<file path="src/xpe_pkg.sv">
// ----------------------------------------------------------------------------
// xpe_pkg
// Types, codes and round constants of the Xoodoo-384 permutation engine
// ----------------------------------------------------------------------------
package xpe_pkg;

  localparam int unsigned LaneW     = 32;
  localparam int unsigned LaneCount = 12;

  typedef logic [LaneW-1:0]                lane_t;
  typedef logic [LaneCount-1:0][LaneW-1:0] lanes_t;

  // item modes carried in tuser
  typedef enum logic [1:0] {
    MODE_XOR     = 2'd0,
    MODE_LOAD    = 2'd1,
    MODE_CLEAR   = 2'd2,
    MODE_PERMUTE = 2'd3
  } mode_t;

  // sequencer states
  typedef enum logic [1:0] {
    ST_IDLE,
    ST_ROUND,
    ST_EMIT
  } fsm_t;

  localparam logic [3:0] LastLane  = 4'd11;
  localparam logic [3:0] LastRcIdx = 4'd11;
  localparam logic [3:0] RcCount   = 4'd12;

  // round constant list, the last n entries serve an n-round permutation
  function automatic lane_t rc_lookup(input logic [3:0] idx);
    lane_t rc;
    unique case (idx)
      4'd0:    rc = 32'h0000_0058;
      4'd1:    rc = 32'h0000_0038;
      4'd2:    rc = 32'h0000_03C0;
      4'd3:    rc = 32'h0000_00D0;
      4'd4:    rc = 32'h0000_0120;
      4'd5:    rc = 32'h0000_0014;
      4'd6:    rc = 32'h0000_0060;
      4'd7:    rc = 32'h0000_002C;
      4'd8:    rc = 32'h0000_0380;
      4'd9:    rc = 32'h0000_00F0;
      4'd10:   rc = 32'h0000_01A0;
      4'd11:   rc = 32'h0000_0012;
      default: rc = '0;
    endcase
    return rc;
  endfunction

  // fixed-amount left rotate
  function automatic lane_t rotl(input lane_t v, input int unsigned s);
    lane_t r;
    r = (s % LaneW == 0) ? v : ((v << (s % LaneW)) | (v >> (LaneW - (s % LaneW))));
    return r;
  endfunction

endpackage

</file>
<file path="src/xoodoo_permutation_engine_top.sv">
// ----------------------------------------------------------------------------
// xoodoo_permutation_engine_top
// Xoodoo-384 state with lane load/xor/clear and an iterative permutation
//
//  channel  dir  tdata (low bit up)                    side
//  in_      in   lane_select[3:0], lane_data[35:4]     tuser[1:0] = mode
//  out_     out  out_lane[3:0], out_word[35:4]         tlast = out_last
//  cfg_     in   round_count[3:0]                      write on cfg_we
//
//  xor, load and clear beats leave the engine ready for the next beat
//  a permute runs n rounds (one round per cycle through the shared round
//  unit, n = round count saturated at MAX_ROUND_COUNT) and then twelve beats
//  of emission, each beat held until out_tready
//  in_tready is low from a permute beat until the last lane is taken
//  reset clears all lanes and sets the round count to twelve
// ----------------------------------------------------------------------------
module xoodoo_permutation_engine_top #(
  parameter int unsigned MAX_ROUND_COUNT = 12
) (
  input  logic        clk,
  input  logic        rst_n,
  // input stream
  input  logic        in_tvalid,
  output logic        in_tready,
  input  logic [39:0] in_tdata,   // lane_select[3:0], lane_data[35:4], zero pad
  input  logic [1:0]  in_tuser,   // mode[1:0]
  // result stream
  output logic        out_tvalid,
  input  logic        out_tready,
  output logic [39:0] out_tdata,  // out_lane[3:0], out_word[35:4], zero pad
  output logic        out_tlast,
  // round count register
  input  logic        cfg_we,
  input  logic [3:0]  cfg_wdata
);

  localparam logic [3:0] MaxRounds = 4'(MAX_ROUND_COUNT);

  xpe_pkg::lanes_t lanes_r, lanes_nxt, round_out;
  xpe_pkg::fsm_t   fsm_r, fsm_nxt;
  logic [3:0]      round_count_r, round_count_nxt;
  logic [3:0]      cidx_r, cidx_nxt;
  logic [3:0]      emit_r, emit_nxt;
  logic [3:0]      n_eff;
  logic [3:0]      in_sel;
  xpe_pkg::lane_t  in_data;
  xpe_pkg::mode_t  in_mode;
  logic            in_fire;

  assign in_sel  = in_tdata[3:0];
  assign in_data = in_tdata[35:4];
  assign in_mode = xpe_pkg::mode_t'(in_tuser);
  assign in_fire = in_tvalid && in_tready;
  assign n_eff   = (round_count_r > MaxRounds) ? MaxRounds : round_count_r;

  // shared round unit
  xpe_round u_round (
    .state_i (lanes_r),
    .rc_i    (xpe_pkg::rc_lookup(cidx_r)),
    .state_o (round_out)
  );

  // result stream always shows lane zero of the rotating state
  assign out_tvalid = (fsm_r == xpe_pkg::ST_EMIT);
  assign out_tdata  = {4'b0, lanes_r[0], emit_r};
  assign out_tlast  = (emit_r == xpe_pkg::LastLane);
  assign in_tready  = (fsm_r == xpe_pkg::ST_IDLE);

  // register write
  assign round_count_nxt = cfg_we ? cfg_wdata : round_count_r;

  // sequencer and state update
  always_comb begin
    fsm_nxt   = fsm_r;
    lanes_nxt = lanes_r;
    cidx_nxt  = cidx_r;
    emit_nxt  = emit_r;
    unique case (fsm_r)
      xpe_pkg::ST_IDLE: begin
        if (in_fire) begin
          unique case (in_mode)
            xpe_pkg::MODE_XOR: begin
              for (int i = 0; i < xpe_pkg::LaneCount; i++) begin
                if (in_sel == 4'(i)) lanes_nxt[i] = lanes_r[i] ^ in_data;
              end
            end
            xpe_pkg::MODE_LOAD: begin
              for (int i = 0; i < xpe_pkg::LaneCount; i++) begin
                if (in_sel == 4'(i)) lanes_nxt[i] = in_data;
              end
            end
            xpe_pkg::MODE_CLEAR: begin
              lanes_nxt = '0;
            end
            xpe_pkg::MODE_PERMUTE: begin
              emit_nxt = '0;
              cidx_nxt = xpe_pkg::RcCount - n_eff;
              fsm_nxt  = (n_eff == 4'd0) ? xpe_pkg::ST_EMIT : xpe_pkg::ST_ROUND;
            end
            default: begin
              fsm_nxt = xpe_pkg::ST_IDLE;
            end
          endcase
        end
      end
      xpe_pkg::ST_ROUND: begin
        lanes_nxt = round_out;
        cidx_nxt  = cidx_r + 4'd1;
        if (cidx_r == xpe_pkg::LastRcIdx) fsm_nxt = xpe_pkg::ST_EMIT;
      end
      xpe_pkg::ST_EMIT: begin
        if (out_tready) begin
          // rotate lanes down; after twelve beats the state is back in place
          for (int i = 0; i < xpe_pkg::LaneCount - 1; i++) begin
            lanes_nxt[i] = lanes_r[i+1];
          end
          lanes_nxt[xpe_pkg::LaneCount-1] = lanes_r[0];
          if (emit_r == xpe_pkg::LastLane) begin
            emit_nxt = '0;
            fsm_nxt  = xpe_pkg::ST_IDLE;
          end else begin
            emit_nxt = emit_r + 4'd1;
          end
        end
      end
      default: begin
        fsm_nxt = xpe_pkg::ST_IDLE;
      end
    endcase
  end

  // state registers
  always_ff @(posedge clk) begin
    if (!rst_n) begin
      fsm_r         <= xpe_pkg::ST_IDLE;
      lanes_r       <= '0;
      round_count_r <= 4'd12;
      cidx_r        <= '0;
      emit_r        <= '0;
    end else begin
      fsm_r         <= fsm_nxt;
      lanes_r       <= lanes_nxt;
      round_count_r <= round_count_nxt;
      cidx_r        <= cidx_nxt;
      emit_r        <= emit_nxt;
    end
  end

endmodule

</file>
<file path="src/xpe_round.sv">
// ----------------------------------------------------------------------------
// xpe_round
// One Xoodoo round: theta, rho-west, iota, chi, rho-east
// ----------------------------------------------------------------------------
module xpe_round (
  input  xpe_pkg::lanes_t state_i,
  input  xpe_pkg::lane_t  rc_i,
  output xpe_pkg::lanes_t state_o
);

  xpe_pkg::lane_t p  [4];
  xpe_pkg::lane_t e  [4];
  xpe_pkg::lane_t a0 [4];
  xpe_pkg::lane_t a1 [4];
  xpe_pkg::lane_t a2 [4];
  xpe_pkg::lane_t w0 [4];
  xpe_pkg::lane_t w1 [4];
  xpe_pkg::lane_t w2 [4];
  xpe_pkg::lane_t c0 [4];
  xpe_pkg::lane_t c1 [4];
  xpe_pkg::lane_t c2 [4];

  always_comb begin
    // theta: column parity folded back with two rotations
    for (int x = 0; x < 4; x++) begin
      p[x] = state_i[x] ^ state_i[4+x] ^ state_i[8+x];
    end
    for (int x = 0; x < 4; x++) begin
      e[x] = xpe_pkg::rotl(p[(x+3)%4], 5) ^ xpe_pkg::rotl(p[(x+3)%4], 14);
    end
    for (int x = 0; x < 4; x++) begin
      a0[x] = state_i[x]   ^ e[x];
      a1[x] = state_i[4+x] ^ e[x];
      a2[x] = state_i[8+x] ^ e[x];
    end

    // rho-west and iota
    for (int x = 0; x < 4; x++) begin
      w0[x] = a0[x];
      w1[x] = a1[(x+3)%4];
      w2[x] = xpe_pkg::rotl(a2[x], 11);
    end
    w0[0] = a0[0] ^ rc_i;

    // chi
    for (int x = 0; x < 4; x++) begin
      c0[x] = w0[x] ^ (~w1[x] & w2[x]);
      c1[x] = w1[x] ^ (~w2[x] & w0[x]);
      c2[x] = w2[x] ^ (~w0[x] & w1[x]);
    end

    // rho-east
    for (int x = 0; x < 4; x++) begin
      state_o[x]   = c0[x];
      state_o[4+x] = xpe_pkg::rotl(c1[x], 1);
      state_o[8+x] = xpe_pkg::rotl(c2[(x+2)%4], 8);
    end
  end

endmodule

</file>
<file path="config.mk">
export PLATFORM = sky130hd
export DESIGN_NAME = xoodoo_permutation_engine_top
export DESIGN_NICKNAME = d
export VERILOG_FILES = /design/src/xpe_pkg.sv /design/src/xoodoo_permutation_engine_top.sv /design/src/xpe_round.sv
export SDC_FILE = /design/constraint.sdc
export NUM_CORES = 2
export LEC_CHECK = 0
export ABC_AREA = 1
export BUFFER_PORTS_ARGS = -buffer_cell sky130_fd_sc_hd__buf_2
export CORE_ASPECT_RATIO = 0.5
export CORE_MARGIN = 2
export CORE_UTILIZATION = 40
export CTS_BUF_LIST = sky130_fd_sc_hd__clkbuf_8
export DETAILED_ROUTE_END_ITERATION = 7
export PLACE_DENSITY = 0.57
export SYNTH_ARGS = -nofsm -noshare
export SYNTH_HDL_FRONTEND = slang
export SYNTH_SLANG_ARGS = --single-unit
</file>
<file path="constraint.sdc">
create_clock -name clk -period 3.1 [get_ports clk]
set_input_delay 0.775 -clock clk [delete_from_list [all_inputs] [get_ports clk]]
set_output_delay 0.775 -clock clk [all_outputs]
set_load 0.05 [all_outputs]
</file>
# Word level (Yosys, flattened, before mapping)
# Memory sizes are Yosys's and may differ from the RTL's. A register that Yosys moved wholly into a read port is not among the register bits.
# Index checks and enable logic that the tools add are counted.
op_classes:
  add_sub_neg: 3
  magnitude_cmp: 1
  n_eq_ne: 48
  mux: 46
  bitwise_logic: 93
  reduce_logical: 23
ops:
  columns: ["operator", "count"]
  rows:
  - ["$pmux 384 s3", 2]
  - ["$xor 32x32->32", 49]
  - ["$mux 32", 24]
  - ["$mux 384", 2]
  - ["$and 32x32->32", 12]
  - ["$not 32->32", 12]
  - ["$or 32x1->32", 4]
  - ["$or 32x11->32", 4]
  - ["$or 32x14->32", 4]
  - ["$or 32x5->32", 4]
  - ["$or 32x8->32", 4]
  - ["$ne 3x3->1 const B", 24]
  - ["$reduce_and 6->1", 12]
  - ["$mux 4", 9]
  - ["$eq 4x4->1 const B", 6]
  - ["$eq 4x3->1 const B", 4]
  - ["$pmux 4 s2", 2]
  - ["$mux 2", 6]
  - ["$add 4x1->4 const B", 2]
  - ["$eq 4x2->1 const B", 2]
  - ["$logic_not 4->1", 2]
  - ["$ne 2x1->1 const B", 4]
  - ["$eq 2x2->1 const B", 3]
  - ["$pmux 2 s3", 1]
  - ["13 further kinds", 16]
totals:
  ff_bits: 398
  mem_bits_ro: 144
  memories: 1
mem_list:
  columns: ["name", "words", "width", "read_ports", "rd_ports_with_merged_regs", "wr", "line_no", "source"]
  rows:
  - ["(name not given)", 16, 9, 1, 1, 0, "xpe_pkg.sv:35", "unique case (idx)"]

# Logic depth before layout (Yosys ltp)
depth:
  word_depth: 11
  depth_mapped: 16
  depth_no_buf: 16

# Cells and area by module
# A second synthesis with hierarchy kept.
hier_totals:
  hier_cells: 10718
  hier_area_um2: 53231.1
modules_own_cells:
  columns: ["mod", "n_inst", "cells_per_inst", "area_each_um2"]
  rows:
  - ["xoodoo_permutation_engine_top", 1, 4638, 27641.5]
  - ["xpe_round", 1, 6080, 25589.5]

# Worst setup path before layout
# Ideal clock, no wire load.
synth_path:
  path_type: "reg2out"
  start: "reg emit_r[0]"
  end: "out out_tlast"
  arrival_ns: 2.052
  required_ns: 2.325
  setup_slack_ns: 0.273
  path_stages_with_launch: 4
  cell_sequence: "dfxtp_1 > ha_1 > inv_1 > nor3_1"
synth_between:
  elab_chain_len: 1
synth_lines:
  columns: ["element", "line_no", "source"]
  rows:
  - ["start: declaration", "xoodoo_permutation_engine_top.sv:43", "logic [3:0] emit_r, emit_nxt;"]
  - ["start signal: assignment", "xoodoo_permutation_engine_top.sv:145", "emit_r <= emit_nxt;"]
  - ["$eq 4x4->1", "xoodoo_permutation_engine_top.sv:66", "assign out_tlast = (emit_r == xpe_pkg::LastLane);"]
  - ["end: declaration", "xoodoo_permutation_engine_top.sv:31", "output logic out_tlast,"]
# No other way between the ends.

# Worst setup path in the final report
layout_path:
  start: "reg lanes_r[196] in the netlist's numbering"
  end: "reg lanes_r[346] in the netlist's numbering"
layout_between:
  elab_chain_len: 9
layout_lines:
  columns: ["element", "line_no", "source"]
  rows:
  - ["start: declaration", "xoodoo_permutation_engine_top.sv:39", "xpe_pkg::lanes_t lanes_r, lanes_nxt, round_out;"]
  - ["start signal: assignment", "xoodoo_permutation_engine_top.sv:142", "lanes_r <= lanes_nxt;"]
  - ["$xor 32x32->32 (2 in series)", "xpe_round.sv:26", "p[x] = state_i[x] ^ state_i[4+x] ^ state_i[8+x];"]
  - ["$or 32x14->32", "xpe_pkg.sv:56", "r = (s % LaneW == 0) ? v : ((v << (s % LaneW)) | (v >> (LaneW - (s % LaneW))));"]
  - ["$xor 32x32->32", "xpe_round.sv:29", "e[x] = xpe_pkg::rotl(p[(x+3)%4], 5) ^ xpe_pkg::rotl(p[(x+3)%4], 14);"]
  - ["$xor 32x32->32", "xpe_round.sv:33", "a1[x] = state_i[4+x] ^ e[x];"]
  - ["$and 32x32->32", "xpe_round.sv:49", "c2[x] = w2[x] ^ (~w0[x] & w1[x]);"]
  - ["$xor 32x32->32", "xpe_round.sv:49", null]
  - ["$or 32x8->32", "xpe_pkg.sv:56", null]
  - ["$pmux 384 s3", "xoodoo_permutation_engine_top.sv:78", "unique case (fsm_r)"]
# No other way between the ends.
# A chain may end at the register's enable or synchronous reset.

==> reports/metrics.yaml <==
min_path:
  hold_start: "cfg_wdata[3]"
  hp-class: "in -> reg"
  whs_endpoint: "round_count_r[3]"
  hold_path_depth: 3
logic_synthesis:
  yosys.area.top_type: "nand2_1"
  synthTopCellsByCount: "5,217 x nand2_1, 1,186 x nand3_1, 1,153 x a21oi_1, 407 x dfxtp_1, 398 x o21ai_0"
  yosys-top-cells-area: "nand2_1 38%, dfxtp_1 16%, nand3_1 12%"
  synth_edf_count: 0
  postSynth.asyncResetShare_pct: 0
  postSynthAreaPerCell_sq_um: 5.018
  synth_cells: 10220
  ys_seq_area_share_pct: 15.89
  netlist_area_sq_um: 51280
  yosysWarnings: 0
  synth_seq_cells: 407
  yosysUniqueCellTypes: 39
  yosys_most_used_dff: "dfxtp_1"
  synth_top_area_share_pct: 38.18
  synth.most_common_cell: "nand2_1"
timing:
  drv_slew: 0
  min_period_over_period_pct: 98.30
  final_hold_viol_count: 0
  relSlewSlack_pct: 42.08
  setup_violations: 0
  fin_tns_setup_ns: 0
  skew_ns: 0.05861
  grt_setup_unrepaired: "no"
  fmax_ghz: 0.3282
  tightest_slew_ns: 0.8679
  period_minus_slack_ns: 3.047
worst_setup_path:
  critPathMaxFanout: 7
  crit_slowest_cell: "dfxtp_1"
  arrival_ns: 3.81
  slowest_delay_ns: 0.48
  worst_path_most_repeated_cell: "nand2_1"
  r2r_slack_ns: 0.05
  cp-startpoint: "lanes_r[196]"
  r2r-end: "lanes_r[346]"
  start_kind: "register"
  worstSetupPathType: "reg -> reg"
  r2r_start: "lanes_r[196]"
  cp.required_ns: 3.86
  reg2reg_depth: 14
  end_kind: "register"
  cp_cell_sequence: "inv_1 -> nand2_1 -> nand3_1 -> nand2_1 -> nand2_2 -> nand2_4 -> nand2_1 -> nand2_1 -> nand2_1 -> nand2_1 -> nand3_1 -> nand2_1 -> nand2_1 -> a21oi_1"
clocking:
  cts_buffer_depth: 3
  clk_pin_slew_ns: 0.08
  post_cts_buffers: 0
  clk_latency_ns: 0.84
  cts_inserted_buffers: 78
  cts_tree: "done"
  clockRootBuffer: "clkbuf_8"
  cts_sinks: 407
  htree_num_levels: 3
die:
  die_x_um: 510.4
  core_sq_um: 126600
  io_pins: 94
  start_util_pct: 40.50
  die_h_um: 257.2
  rows: 92
  die_area_sq_um: 131300
outcome:
  status: "finished clean"
finish:
  syn2layout_area_growth_pct: 9.705
  nets: 10252
  drive_gt1_share_pct: 10.71
route:
  ant_nets: 0
  routed_wl_um: 313400
  vias: 71692
  viasPerCell: 6.001
  wire_per_inst_um: 26.23
  firstDrtPassIters: 7
  drt_iter0_drc: 12375
  drc: 0
global_routing:
  antenna_found_initial: 42
  grt_util_all_layers_pct: 45.58
  grt_max_degree: 95
  grt_pass1_wl_um: 428300
  grt-ovfl-total: 0
  grt_pass1_vias: 57065
job:
  maxCapViolCount: 0
place:
  place.gp.congestion: 1.107
  place_hpwl_um: 248800
  port_buffers: 85
## metrics by stage
step / utilization, % / setup WS (ns) / hold slack, ns / instance area, sq um / instances
after floorplan: - / 0.2727 / 0.4681 / 51300 / 10223
after global placement: 43.08 / 0.1681 / 0.4738 / 54550 / 11796
after detailed placement: 43.08 / 0.1600 / 0.4793 / 54550 / 11796
after CTS: 44.41 / 0.1285 / 0.1346 / 56240 / 11937
after global routing: 44.42 / 0.01285 / 0.1810 / 56240 / 11939
final: 44.43 / 0.05279 / 0.1489 / 56260 / 11946
## cells in the final DEF (no fill, tap or decap), types with 4 or more instances in the layout
master / netlist / routed
o21ai_1: 10 / 10
inv_2: 247 / 247
clkbuf_8: 0 / 107
buf_4: 37 / 190
a21oi_2: 8 / 8
nor2_1: 33 / 33
nand2_1: 5217 / 5216
nand2_2: 311 / 310
nand3_2: 6 / 6
a31oi_1: 384 / 384
a21oi_1: 1153 / 1153
conb_1: 1 / 4
clkinv_2: 0 / 11
buf_12: 1 / 72
nand3_1: 1186 / 1186
diode_2: 0 / 9
inv_1: 306 / 321
buf_2: 62 / 85
dfxtp_1: 407 / 407
nand2_4: 41 / 43
o21ai_0: 398 / 398
ha_1: 17 / 14
xnor2_1: 9 / 9
## critical path: cells and delay by family (launching register included)
family                 cells  cell delay [ns]
and+or+nand+nor           12             2.20
AOI/OAI and AO/OA          1             0.12
buffers and inverters      1             0.16
DFF                        1             0.48
## how the worst max path moves through the flow
stage / endpoint
final: lanes_r[346]
after global routing: lanes_r[315]
after CTS: out_tvalid
after detailed placement: lanes_r[316]
after global placement: lanes_r[316]
after floorplan: out_tlast
## what timing repair did
| action | in CTS | in global routing |
|---|---|---|
| resized for setup | 0 | 1 |
| endpoints found under the setup margin | 0 | 2 |
| hold buffers | 0 | 0 |
## area by class of cell
| class | instances | area [sq um] |
|---|---|---|
| inverters | 555 | 2103 |
| fillers | 14204 | 70360 |
| flip-flops and latches | 407 | 8148 |
| repair buffers | 347 | 3293 |
| clock inverters | 34 | 210.2 |
| diodes | 9 | 22.52 |
| well taps | 1692 | 2117 |
| multi-input cells | 8795 | 38890 |
| clock buffers | 107 | 1473 |
## state kept, by name, indices dropped and copies added (netlist names)
| name | count |
|---|---|
| lanes_r | 352 |
| out_tdata | 32 |
| u_round.rc_i | 9 |
| cidx_r | 4 |
| emit_r | 4 |
| round_count_r | 4 |
| fsm_r | 2 |
## routing by layer
| metal | GRT usage (%) | share of wire (%) | routed length [um] |
|---|---|---|---|
| met3 | 21.76 | 19 | 58370 |
| met2 | 56.46 | 35 | 110700 |
| met1 | 64.87 | 41 | 128200 |
| met4 | 19.22 | 5.1 | 15830 |
| met5 | 0 | 0.073 | 230 |
## cells by family (layout without fill, tap and decap cells)
kind of cell	after synthesis	in the layout	synth area share (%)
xor+xnor	10	10	0.1708
fa+ha+maj	17	17	0.4147
other cells	1	13	0.007312
flops	407	407	15.89
simple gates	6799	6799	54.87
compound gates	1965	1965	20.26
buf+inv	1021	1043	8.390
Power is not shown: default switching activity piles up to over one toggle a cycle in this logic, so the estimate is an artifact.
